**src/hw/rtl/tcw_pkg.sv**
```systemverilog
// Shared types and constants for the text console writer.
package tcw_pkg;

  // Action codes carried in the input word
  localparam logic [2:0] ACT_PUT   = 3'd0;
  localparam logic [2:0] ACT_SET   = 3'd1;
  localparam logic [2:0] ACT_CLEAR = 3'd2;
  localparam logic [2:0] ACT_READ  = 3'd3;
  localparam logic [2:0] ACT_AT    = 3'd4;

  // Character codes with special meaning
  localparam logic [7:0] CH_NL    = 8'd10;
  localparam logic [7:0] CH_TAB   = 8'd9;
  localparam logic [7:0] CH_SPACE = 8'd32;

  // Attribute used by the power-on clearing pass
  localparam logic [7:0] ATTR_RESET = 8'd7;

  typedef struct packed {
    logic [2:0] action;
    logic [7:0] character;
    logic [6:0] column;
    logic [4:0] row;
  } in_word_t;

  typedef struct packed {
    logic [6:0] cursor_x;
    logic [4:0] cursor_y;
    logic [7:0] cell_char;
    logic [7:0] cell_attr;
    logic       scrolled;
  } out_word_t;

  typedef enum logic [2:0] {
    ST_INIT,
    ST_IDLE,
    ST_EXEC,
    ST_TABDIV,
    ST_TABAPP,
    ST_SCROLL,
    ST_BLANK,
    ST_RESP
  } st_e;

  typedef enum logic [2:0] {
    CUR_HOLD,
    CUR_CHAR,
    CUR_NL,
    CUR_TAB,
    CUR_SET,
    CUR_ZERO,
    CUR_BOTTOM
  } cur_op_e;

  typedef enum logic [2:0] {
    MEM_NONE,
    MEM_PUT,
    MEM_AT,
    MEM_READ,
    MEM_FILL,
    MEM_SHIFT
  } mem_op_e;

  typedef enum logic [1:0] {
    PTR_HOLD,
    PTR_ZERO,
    PTR_INC
  } ptr_op_e;

  // Commands from controller to datapath
  typedef struct packed {
    logic    in_load;
    cur_op_e cur_op;
    mem_op_e mem_op;
    ptr_op_e ptr_op;
    logic    fill_init;
    logic    rem_start;
    logic    rem_step;
    logic    scr_set;
    logic    out_load;
  } ctl_cmd_t;

  // Status from datapath to controller
  typedef struct packed {
    logic [2:0] action;
    logic       is_nl;
    logic       is_tab;
    logic       wrap;
    logic       ptr_bottom;
    logic       ptr_last;
  } dp_sts_t;

endpackage

```
**src/hw/rtl/tcw_ctrl.sv**
```systemverilog
// Sequencing state machine of the text console writer.
module tcw_ctrl
  import tcw_pkg::*;
(
  input  logic     clk_i,
  input  logic     rst_ni,
  input  logic     in_valid_i,
  output logic     in_ready_o,
  output logic     out_valid_o,
  input  logic     out_ready_i,
  input  dp_sts_t  sts_i,
  output ctl_cmd_t cmd_o
);

  st_e      st_q, st_d;
  logic     out_valid_q, out_valid_d;
  ctl_cmd_t cmd;
  logic     out_busy;

  assign out_busy = out_valid_q && !out_ready_i;

  // State register
  always_ff @(posedge clk_i or negedge rst_ni) begin
    if (!rst_ni) begin
      st_q        <= ST_INIT;
      out_valid_q <= 1'b0;
    end else begin
      st_q        <= st_d;
      out_valid_q <= out_valid_d;
    end
  end

  // Next state and commands
  always_comb begin
    st_d           = st_q;
    in_ready_o     = 1'b0;
    cmd            = '0;
    cmd.cur_op     = CUR_HOLD;
    cmd.mem_op     = MEM_NONE;
    cmd.ptr_op     = PTR_HOLD;
    case (st_q)
      ST_INIT: begin
        cmd.mem_op    = MEM_FILL;
        cmd.fill_init = 1'b1;
        cmd.ptr_op    = PTR_INC;
        if (sts_i.ptr_last) begin
          st_d = ST_IDLE;
        end
      end
      ST_IDLE: begin
        in_ready_o = 1'b1;
        if (in_valid_i) begin
          cmd.in_load = 1'b1;
          st_d        = ST_EXEC;
        end
      end
      ST_EXEC: begin
        case (sts_i.action)
          ACT_PUT: begin
            if (sts_i.is_tab) begin
              cmd.rem_start = 1'b1;
              st_d          = ST_TABDIV;
            end else begin
              if (!sts_i.is_nl) begin
                cmd.mem_op = MEM_PUT;
              end
              if (sts_i.wrap) begin
                cmd.cur_op  = CUR_BOTTOM;
                cmd.scr_set = 1'b1;
                cmd.ptr_op  = PTR_ZERO;
                st_d        = ST_SCROLL;
              end else begin
                cmd.cur_op = sts_i.is_nl ? CUR_NL : CUR_CHAR;
                st_d       = ST_RESP;
              end
            end
          end
          ACT_SET: begin
            cmd.cur_op = CUR_SET;
            st_d       = ST_RESP;
          end
          ACT_CLEAR: begin
            cmd.cur_op = CUR_ZERO;
            cmd.ptr_op = PTR_ZERO;
            st_d       = ST_BLANK;
          end
          ACT_READ: begin
            cmd.mem_op = MEM_READ;
            st_d       = ST_RESP;
          end
          ACT_AT: begin
            cmd.mem_op = MEM_AT;
            st_d       = ST_RESP;
          end
          default: begin
            st_d = ST_RESP;
          end
        endcase
      end
      ST_TABDIV: begin
        cmd.rem_step = 1'b1;
        st_d         = ST_TABAPP;
      end
      ST_TABAPP: begin
        if (sts_i.wrap) begin
          cmd.cur_op  = CUR_BOTTOM;
          cmd.scr_set = 1'b1;
          cmd.ptr_op  = PTR_ZERO;
          st_d        = ST_SCROLL;
        end else begin
          cmd.cur_op = CUR_TAB;
          st_d       = ST_RESP;
        end
      end
      ST_SCROLL: begin
        // pointer stays on the first bottom-row cell so blanking starts there
        cmd.mem_op = MEM_SHIFT;
        if (sts_i.ptr_bottom) begin
          st_d = ST_BLANK;
        end else begin
          cmd.ptr_op = PTR_INC;
        end
      end
      ST_BLANK: begin
        cmd.mem_op = MEM_FILL;
        cmd.ptr_op = PTR_INC;
        if (sts_i.ptr_last) begin
          st_d = ST_RESP;
        end
      end
      ST_RESP: begin
        if (!out_busy) begin
          cmd.out_load = 1'b1;
          st_d         = ST_IDLE;
        end
      end
      default: begin
        st_d = ST_IDLE;
      end
    endcase
  end

  // Output word valid: held until taken
  always_comb begin
    out_valid_d = out_valid_q;
    if (cmd.out_load) begin
      out_valid_d = 1'b1;
    end else if (out_ready_i) begin
      out_valid_d = 1'b0;
    end
  end

  assign out_valid_o = out_valid_q;
  assign cmd_o       = cmd;

  // Checks
  a_accept_to_exec: assert property (@(posedge clk_i) disable iff (!rst_ni)
    in_valid_i && in_ready_o |=> st_q == ST_EXEC)
    else $error("accepted word did not enter execution");

  a_load_needs_slot: assert property (@(posedge clk_i) disable iff (!rst_ni)
    cmd.out_load |-> !out_busy)
    else $error("result loaded over a waiting word");

  a_init_no_output: assert property (@(posedge clk_i) disable iff (!rst_ni)
    st_q == ST_INIT |-> !out_valid_q && !in_ready_o)
    else $error("traffic during clearing pass");

endmodule

```
**config.mk**
```make
export PLATFORM = sky130hd
export DESIGN_NAME = tcw_ctrl
export DESIGN_NICKNAME = d
export VERILOG_FILES = /design/src/hw/rtl/tcw_pkg.sv /design/src/hw/rtl/tcw_ctrl.sv
export SDC_FILE = /design/constraint.sdc
export NUM_CORES = 1
export LEC_CHECK = 0
export BUFFER_PORTS_ARGS = -buffer_cell sky130_fd_sc_hd__buf_2
export CORE_MARGIN = 5
export CORE_UTILIZATION = 32
export DETAILED_ROUTE_END_ITERATION = 12
export PLACE_DENSITY = 0.71
export SETUP_SLACK_MARGIN = 0.4
export SLEW_MARGIN = 10
export SYNTH_ARGS = -nofsm -noshare
export SYNTH_HDL_FRONTEND = slang
export SYNTH_SLANG_ARGS = --single-unit
```
**constraint.sdc**
```tcl
create_clock -name clk_i -period 1.7 [get_ports clk_i]
set_clock_uncertainty 0.15 [all_clocks]
set_input_delay 0.17 -clock clk_i [delete_from_list [all_inputs] [get_ports clk_i]]
set_output_delay 0.17 -clock clk_i [all_outputs]
set_load 0.005 [all_outputs]
```
==> impl_metrics.ini, run 1 <==
[clock_tree]
cts_tree = built
worstSkewPairLatency_ns = 0.24
clock-root-buffer = clkbuf_4
numCtsBuffers = 3
clockBufferDepth = 2
clock_sinks = 4
h-tree-depth = 1
clk_pin_slew_worst_paths_ns = 0.04

[setup_path]
r2r_cells = 8
cp-start-kind = flop
crit_type = flop to output pin
critPathCaptureType = output pin
r2r_slack_ns = 0.16
cp.arrival_ns = 1.46
crit_required_ns = 1.38
reg2reg_to = st_q[2]
crit_fanout = 5
r2r_start = st_q[0]

[pwr]
p_comb_share_pct = 78.1
clkPwrFrac_pct = 8.0
p_leak_nw = 0.5092
intPower_uw = 953.0
swShare_pct = 43.04
power-per-cell-area_nw_per_um2 = 1653
ir_drop_uv = 1211
pwr-share-seq_pct = 13.9
p_switching_uw = 720.1

[min_path]
holdPathStages = 3
whs_endpoint = out_valid_o
hold_class = primary input to flop
min-delay-start = out_ready_i

[final_layout]
nets = 137
fin_cells = 140
layout_commonest_cell = buf_2
layout-drive-gt1-share_pct = 62.10
antenna_cells = 0
area_growth_pct = 92.62
mostFrequentLayoutCells = buf_2, buf_4, buf_6
num-fill-cells = 128
fin_util_pct = 66.42

[timing]
max_freq_mhz = 562.1
slew_violations = 0
hold_viol_final = 0
fin_ws_ns = -0.07901
timing.final.crit_period_ns = 1.779
period_share_pct = 104.6
worst_pin_slew_ns = 0.2424
max-slew-margin-rel_pct = 83.67
rsz0062_at_grt = true
setup-violations-final = 3

[global_route]
grt_use_met2_pct = 25.21
gr-total-overflow = 0
grt.total_usage_pct = 14.81
grt_first_pass_wirelength_um = 3049
globalRouteMet3Util_pct = 4.142
grt_max_degree = 8
grt.busiest_layer = met2
grt_pass1_vias = 742
antenna_found_initial = 0
globalRouteMet1Util_pct = 18.12

[route]
drcViolationCount = 0
first_pass_iters = 4
drt_iter0_drc = 16
wl_um = 2067
dr_total_vias = 790
vias_per_cell = 5.643
wl_per_cell_um = 14.76
antenna_left = 0

[placed_design]
gp_congestion = 0.8748
port_buffers = 27
dp_cells = 121
hpwl_um = 1270

[floorplan]
die-area_um2 = 2553
start_util_pct = 34.48
die_h_um = 50.53
io_pins = 28
chipWidth_um = 50.53
num_rows = 14
core_area_um2 = 1524

[synth]
syn_area_um2 = 525.5
synth-seq-cells = 4
syn_inst = 76
syn_nets = 88
yosysUniqueCellTypes = 36
synth_warnings = 0
syn_area_per_cell_um2 = 6.915
ys_seq_area_share_pct = 19.05

[status]
run_status = finished with violations
violations = negative setup slack

[job]
maxCapViolCount = 0
## metal layers
layer | vias to the layer above | share of wire (%) | wire [µm]
met4 | 0 | 1.5 | 32
met2 | 30 | 49 | 1008
met1 | 384 | 44 | 904
li1 | 372 | - | -
met3 | 4 | 5.9 | 121
met5 | - | 0 | 0
## cells in the mapped netlist
cell type	count	area, µm²
nor2_1	12	45.04
nand2_1	7	26.28
a21oi_1	6	30.03
dfrtp_1	4	100.1
nand2b_1	4	25.02
clkbuf_1	3	11.26
nor3_1	3	15.01
o21ai_0	3	15.01
a21o_1	2	15.01
buf_6	2	22.52
inv_1	2	7.510
nor2b_1	2	12.51
o21ai_1	2	10.01
o32ai_1	2	17.52
a21boi_0	1	7.510
a21oi_2	1	8.760
a22o_1	1	8.760
a22oi_1	1	7.510
a311o_1	1	10.01
a31oi_1	1	6.260
and2_1	1	6.260
and3_1	1	6.260
buf_4	1	7.510
inv_2	1	3.750
mux2i_1	1	10.01
nand3_1	1	5.000
nand3b_1	1	7.510
nand4_1	1	6.260
nor3b_2	1	12.51
o21bai_1	1	7.510
o2bb2ai_1	1	8.760
o41ai_1	1	8.760
or3_1	1	6.260
or4_1	1	7.510
or4_4	1	11.26
xnor2_1	1	8.760
## timing repair
| item | in CTS | in global routing |
|---|---|---|
| buffers inserted | 9 | 4 |
| endpoints found under the setup margin | 18 | 18 |
| pin swaps | 9 | 8 |
| hold endpoints to repair | 4 | 0 |
| cloned | 1 | 0 |
| hold buffers | 1 | 0 |
| gates resized for setup | 21 | 13 |
## power groups by stage
stage,combinational [mW],clock (mW),sequential [mW]
2_1_floorplan,0.611,0,0.192
3_3_place_gp,0.782,0,0.228
3_5_place_dp,0.797,0,0.230
4_1_cts,1.14,0.141,0.222
5_1_grt,1.40,0.153,0.240
6_report,1.31,0.135,0.233
## flip-flops by register name, indices dropped and copies added (netlist names)
| signal | flops |
|---|---|
| out_valid_o | 1 |
| st_q | 3 |
## logic make-up (layout without fill, tap and decap cells)
family                 count (synthesis)  count (layout)  share of synthesized area, %
AO/OA/AOI/OAI                         24              24                         30.72
XOR/XNOR                               1               1                         1.667
buffers and inverters                  9              57                         10.00
flip-flops                             4               4                         19.05
multiplexers                           1               1                         1.905
AND/OR/NAND/NOR                       37              37                         36.67
## worst max-delay path, stage by stage, from the launching register on
cell     delay, ns
dfrtp_2       0.45
or4_4         0.54
o41ai_2       0.07
buf_2         0.17
## worst max path at each step
stage          startpoint         to  cells past startpoint
2_1_floorplan     st_q[0]  cmd_o[10]                      5
3_3_place_gp     sts_i[3]  cmd_o[11]                      6
3_5_place_dp     sts_i[3]  cmd_o[11]                      6
4_1_cts           st_q[0]  cmd_o[10]                      3
5_1_grt           st_q[0]  cmd_o[10]                      3
6_report          st_q[0]  cmd_o[10]                      3
## through the flow
stage	cell area (µm²)	power (mW)	setup TNS, ns	setup slack, ns	hold slack [ns]
2_1_floorplan	584.3	0.8033	0	0.2359	-0.2756
3_3_place_gp	733.2	1.010	0	0.04955	-0.1744
3_5_place_dp	733.2	1.027	0	0.02114	-0.1709
4_1_cts	925.9	1.499	-0.05574	-0.05574	0.09162
5_1_grt	1012	1.788	-0.5047	-0.1233	0.09800
6_report	1012	1.673	-0.09822	-0.07901	0.09563
## layout make-up
cell class / instances / area [µm²] / area share [%]
Multi-Input combinational cell: 63 / 493.0 / 48.70
Timing Repair Buffer: 50 / 357.8 / 35.35
Sequential cell: 4 / 103.9 / 10.26
Clock buffer: 4 / 26.28 / 2.596
Tap cell: 16 / 20.02 / 1.978
Inverter: 3 / 11.26 / 1.112
Note: power is estimated with default switching activity, not from simulation.
==> run 2: changes to the inputs <==
--- a/config.mk
+++ b/config.mk
@@ -5,6 +5,7 @@
 export SDC_FILE = /design/constraint.sdc
 export NUM_CORES = 1
 export LEC_CHECK = 0
+export ABC_AREA = 1
 export BUFFER_PORTS_ARGS = -buffer_cell sky130_fd_sc_hd__buf_2
 export CORE_MARGIN = 5
 export CORE_UTILIZATION = 32
==> run 2 against run 1 <==
The flow now finishes without violations. Sequential share of layout area is 1.9 points higher. Die area is 0.18% higher. Synthesized area is 0.24% higher. Cell count is 11% higher. Clock power is 15% lower. Flip-flop and latch count stayed put. Routed wire length is 19% lower. Worst hold slack better by 0.020 ns. Non-clock buffer count is 11 lower. Critical path type unchanged. Largest cell class unchanged. Highest routed layer is now met3.
==> impl_metrics.ini, run 2 <==
[clock_tree]
clk_pin_slew_worst_paths_ns = 0.04
numCtsBuffers = 3
h-tree-depth = 1
worstSkewPairLatency_ns = 0.23
clock_sinks = 4
clock-root-buffer = clkbuf_4
cts_tree = built
clockBufferDepth = 2

[synth]
synth.mux.area_fraction_pct = 0
synth_warnings = 0
synthTopCellsByArea = nand2_1, dfrtp_1, nor2_1
yosysUniqueCellTypes = 17
synth-xor-area-share_pct = 0
synth.top_cells.by_count = nand2_1, nor2_1, inv_1
syn_area_per_cell_um2 = 5.215
yosys.area_share.simple_pct = 53.92
synth_most_common_cell = nand2_1
yosysTopAreaCellShare_pct = 24.94
syn_area_um2 = 526.8
ys_seq_area_share_pct = 19.00
synth_compound_area_share_pct = 12.59
synth_fa_ha_area_share_pct = 0
async_reset_ff_share_pct = 100.0
syn_inst = 101
syn_nets = 113
synth-seq-cells = 4
yosys_most_used_dff = dfrtp_1
synth_edf_count = 0
synth_top_family_by_area = simple AND/OR/NAND/NOR gates
yosysTopAreaCell = nand2_1

[global_route]
grt_pass1_vias = 741
grt_max_degree = 14
gr-total-overflow = 0
antenna_found_initial = 0
grt_first_pass_wirelength_um = 2856
grt.total_usage_pct = 13.46

[final_layout]
antenna_cells = 0
fin_util_pct = 54.55
layout-drive-gt1-share_pct = 42.14
nets = 154
regMostFlops = st_q
layout_commonest_cell = nand2_1
final_area_um2 = 840.8
mostFrequentLayoutCells = nand2_1, buf_2, inv_1, nand3_1, nor2_1
area_growth_pct = 59.62
largest_reg_flops = 3

[setup_path]
r2r_cells = 8
crit_required_ns = 1.38
crit_type = flop to output pin
cp.arrival_ns = 1.31
cp-start-kind = flop
critPathCaptureType = output pin
reg2reg_to = st_q[1]
r2r_slack_ns = 0.21
r2r_start = st_q[1]
crit_fanout = 6

[floorplan]
start_util_pct = 34.17
num_rows = 14
die-area_um2 = 2557
io_pins = 28
core_area_um2 = 1541
chipWidth_um = 50.57
die_h_um = 50.57

[placed_design]
placed_area_um2 = 673.1
gp_congestion = 0.7949
port_buffers = 27
hpwl_um = 1258

[timing]
worst_pin_slew_ns = 0.2140
timing.final.crit_period_ns = 1.627
hold_viol_final = 0
setup-violations-final = 0
period_share_pct = 95.68
max-slew-margin-rel_pct = 85.68
slew_violations = 0
rsz0062_at_grt = true
setup_tns_ns = 0
max_freq_mhz = 614.8

[pwr]
p_comb_share_pct = 76.0
clkPwrFrac_pct = 8.2
swShare_pct = 49.72
power-per-cell-area_nw_per_um2 = 1670
p_total_mw = 1.404
ir_drop_uv = 1027
p_leak_nw = 0.5035
pwr-share-seq_pct = 15.7
intPower_uw = 706.3
p_switching_uw = 698.3

[route]
drt_iter0_drc = 28
antenna_left = 0
wl_per_cell_um = 10.67
dr_total_vias = 778
first_pass_iters = 4
drcViolationCount = 0
vias_per_cell = 4.987
wl_um = 1665

[status]
run_status = completed

[min_path]
hold_class = primary input to async pin

[job]
maxCapViolCount = 0
## run 2: cell count changes after synthesis, sizes merged, moves of 3 or more
| cell | before | now |
|---|---|---|
| nand2 | 7 | 36 |
| a21oi | 7 | 4 |
| nor2 | 12 | 16 |
| clkbuf | 3 | 0 |
| nand3 | 1 | 11 |
| inv | 3 | 14 |
| nand2b | 4 | 0 |
## run 2: power by group through the flow
| stage | sequential, mW | clock [mW] | combinational [mW] |
|---|---|---|---|
| 3_5_place_dp | 0.226 | 0 | 0.764 |
| 3_3_place_gp | 0.225 | 0 | 0.751 |
| 6_report | 0.221 | 0.115 | 1.07 |
| 4_1_cts | 0.219 | 0.122 | 0.931 |
| 5_1_grt | 0.228 | 0.128 | 1.20 |
| 2_1_floorplan | 0.202 | 0 | 0.565 |
## run 2: kinds of logic (layout without fill, tap and decap cells)
logic type             after synthesis  after routing
DFF                                  4              4
AOI/OAI and AO/OA                   12             12
and+or+nand+nor                     68             68
buffers and inverters               17             56
## run 2: routing by layer
metal	GRT usage, %	share of wire, %	up-vias
met4	5.957	0	0
met5	0	0	-
li1	-	-	399
met2	24.17	52	26
met1	15.37	41	353
met3	2.071	6.9	0
## run 2: area by class of cell
cell class,instances,area [µm²]
clock buffer,3,22.52
timing repair buffer,39,234.0
sequential,4,102.6
inverter,14,57.56
multi-input combinational,80,404.1
tap,16,20.02
fill,165,700.7
## run 2: worst max path at each step
stage,start,endpoint,cells after the start
floorplan,st_q[1],cmd_o[11],6
global placement,st_q[1],cmd_o[11],7
detailed placement,st_q[0],st_q[2],6
CTS,st_q[1],cmd_o[11],7
global route,st_q[1],cmd_o[12],7
finish,st_q[1],cmd_o[12],7
## run 2: critical path: stages, from the launching register on
cell and delay (ns):
dfrtp_2 0.42, inv_4 0.06, nor2_4 0.13, nand2_4 0.08, inv_4 0.07, nand2_1 0.04, o211ai_1 0.14, buf_2 0.13
## run 2: metrics by stage
step	cells	setup slack, ns	hold slack, ns
5_1_grt	156	-0.03463	0.1223
6_report	156	0.07343	0.1156
4_1_cts	154	0.06669	0.1143
2_1_floorplan	101	0.3914	-0.2756
3_5_place_dp	142	0.2006	-0.1712
3_3_place_gp	142	0.2095	-0.1741
## run 2: timing repair
action	CTS	global route
buffers inserted	7	2
hold buffers	2	0
gates resized for setup	9	12
endpoints found under the hold margin	5	0
pin swaps	7	5
setup endpoints to repair	18	18
==> run 3: changes to the inputs <==
--- a/config.mk
+++ b/config.mk
@@ -6,7 +6,7 @@
 export NUM_CORES = 1
 export LEC_CHECK = 0
 export ABC_AREA = 1
-export BUFFER_PORTS_ARGS = -buffer_cell sky130_fd_sc_hd__buf_2
+export BUFFER_PORTS_ARGS = -buffer_cell sky130_fd_sc_hd__clkbuf_2
 export CORE_MARGIN = 5
 export CORE_UTILIZATION = 32
 export DETAILED_ROUTE_END_ITERATION = 12
==> constraint.sdc (replaced) <==
create_clock -name clk_i -period 1.7 [get_ports clk_i]
set_clock_uncertainty 0.15 [all_clocks]
set_input_delay 0.085 -clock clk_i [delete_from_list [all_inputs] [get_ports clk_i]]
set_output_delay 0.085 -clock clk_i [all_outputs]
set_load 0.005 [all_outputs]
==> run 3 against run 2 <==
Sequential share of layout area is 0.83 points lower. Global-route usage about the same. Utilization is 4.0 points higher. Power increased by 10%. Worst setup slack improved by 0.087 ns. Clock power about the same. Worst hold slack worse by 0.077 ns. Flip-flop and latch count did not move. Final area is 7.3% higher. Largest power group unchanged. Critical path type unchanged. Die area did not move.
==> impl_metrics.ini, run 3 (synthesis gave the netlist of run 2 again) <==
[timing]
hold_slack_ns = 0.03841
max_freq_mhz = 649.7
setup_tns_ns = 0
slew_violations = 0
hold_viol_final = 0
period_share_pct = 90.54
rsz0062_at_grt = true
max-slew-margin-rel_pct = 85.22
worst_pin_slew_ns = 0.2209
setup-violations-final = 0
fin_ws_ns = 0.1609
timing.final.crit_period_ns = 1.539

[pwr]
intPower_uw = 791.0
ir_drop_uv = 876.7
p_leak_nw = 0.5293
pwr-share-seq_pct = 13.5
power-per-cell-area_nw_per_um2 = 1716
p_switching_uw = 757.5
clkPwrFrac_pct = 7.5
p_comb_share_pct = 79.0
swShare_pct = 48.92

[final_layout]
area_growth_pct = 71.26
largest_reg_flops = 3
mostFrequentLayoutCells = nand2_1, clkbuf_2, buf_4
antenna_cells = 0
layout_commonest_cell = nand2_1
num-fill-cells = 143
nets = 159
regMostFlops = st_q
layout-drive-gt1-share_pct = 46.90
final_area_um2 = 902.1

[route]
vias_per_cell = 4.913
wl_per_cell_um = 11.71
wl_um = 1885
drt_iter0_drc = 14
drcViolationCount = 0
antenna_left = 0
first_pass_iters = 4
dr_total_vias = 791

[min_path]
hold_class = primary input to async pin

[floorplan]
chipWidth_um = 50.57
num_rows = 14
io_pins = 28
die_h_um = 50.57
die-area_um2 = 2557
start_util_pct = 34.17
core_area_um2 = 1541

[global_route]
grt_pass1_vias = 742
grt_first_pass_wirelength_um = 2829
grt_max_degree = 14
antenna_found_initial = 0
grt.total_usage_pct = 13.46
gr-total-overflow = 0

[clock_tree]
cts_tree = built
numCtsBuffers = 3
worstSkewPairLatency_ns = 0.23
clock-root-buffer = clkbuf_4
clock_sinks = 4
h-tree-depth = 1
clk_pin_slew_worst_paths_ns = 0.04
clockBufferDepth = 2

[setup_path]
critPathCaptureType = output pin
crit_fanout = 6
crit_type = flop to output pin
cp.arrival_ns = 1.30
crit_required_ns = 1.46
cp-start-kind = flop
r2r_slack_ns = 0.23

[placed_design]
hpwl_um = 1232
port_buffers = 27
dp_slack_ns = 0.1646
gp_congestion = 0.8610
placed_area_um2 = 668.1

[job]
maxCapViolCount = 0

[status]
run_status = completed
## run 3: timing repair
action,4_1_cts,5_1_grt
hold buffers,2,0
pin swaps,6,10
cloned,0,0
gates resized for setup,14,21
buffers inserted,12,2
setup endpoints to repair,18,19
hold endpoints to repair,5,0
## run 3: power by group through the flow
stage / combinational (mW) / clock [mW] / sequential (mW)
3_5_place_dp: 0.754 / 0 / 0.224
4_1_cts: 1.04 / 0.124 / 0.208
3_3_place_gp: 0.749 / 0 / 0.221
2_1_floorplan: 0.557 / 0 / 0.198
5_1_grt: 1.34 / 0.133 / 0.212
6_report: 1.22 / 0.117 / 0.208
## run 3: layer usage
layer,vias up,track usage (%),part of all wire (%)
met1,349,14.81,39
met5,-,0,0
met3,4,2.367,6.5
li1,410,-,-
met2,28,24.79,52
met4,0,5.532,1.8
## run 3: layout make-up
cell class | instances | area, µm² | area share [%]
Timing Repair Buffer | 44 | 279.0 | 30.93
Inverter | 14 | 57.56 | 6.380
Clock buffer | 3 | 22.52 | 2.497
Tap cell | 16 | 20.02 | 2.219
Sequential cell | 4 | 102.6 | 11.37
Multi-Input combinational cell | 80 | 420.4 | 46.60
## run 3: stage by stage
step	power [mW]	std cells	util (%)
after global placement	0.9706	142	43.34
after floorplan	0.7548	101	-
final	1.548	161	58.52
after global routing	1.690	161	58.52
after CTS	1.375	159	54.63
after detailed placement	0.9777	142	43.34
## run 3: path summary, 6_finish.rpt
check / to / cells after the start / start
min in group clk_i: st_q[2] / 6 / sts_i[3]
min reg2reg: out_valid_o / 2 / out_valid_o
max reg2reg: st_q[2] / 9 / st_q[1]
max: cmd_o[12] / 7 / st_q[1]
max in group asynchronous: st_q[0] / 2 / rst_ni
min: st_q[1] / 2 / rst_ni
## run 3: critical path: stages (launching register included)
cell      delay (ns)
dfrtp_2         0.41
inv_4           0.05
nor2_4          0.12
nand2_4         0.08
inv_4           0.08
nand2_1         0.05
o211ai_1        0.14
buf_2           0.14
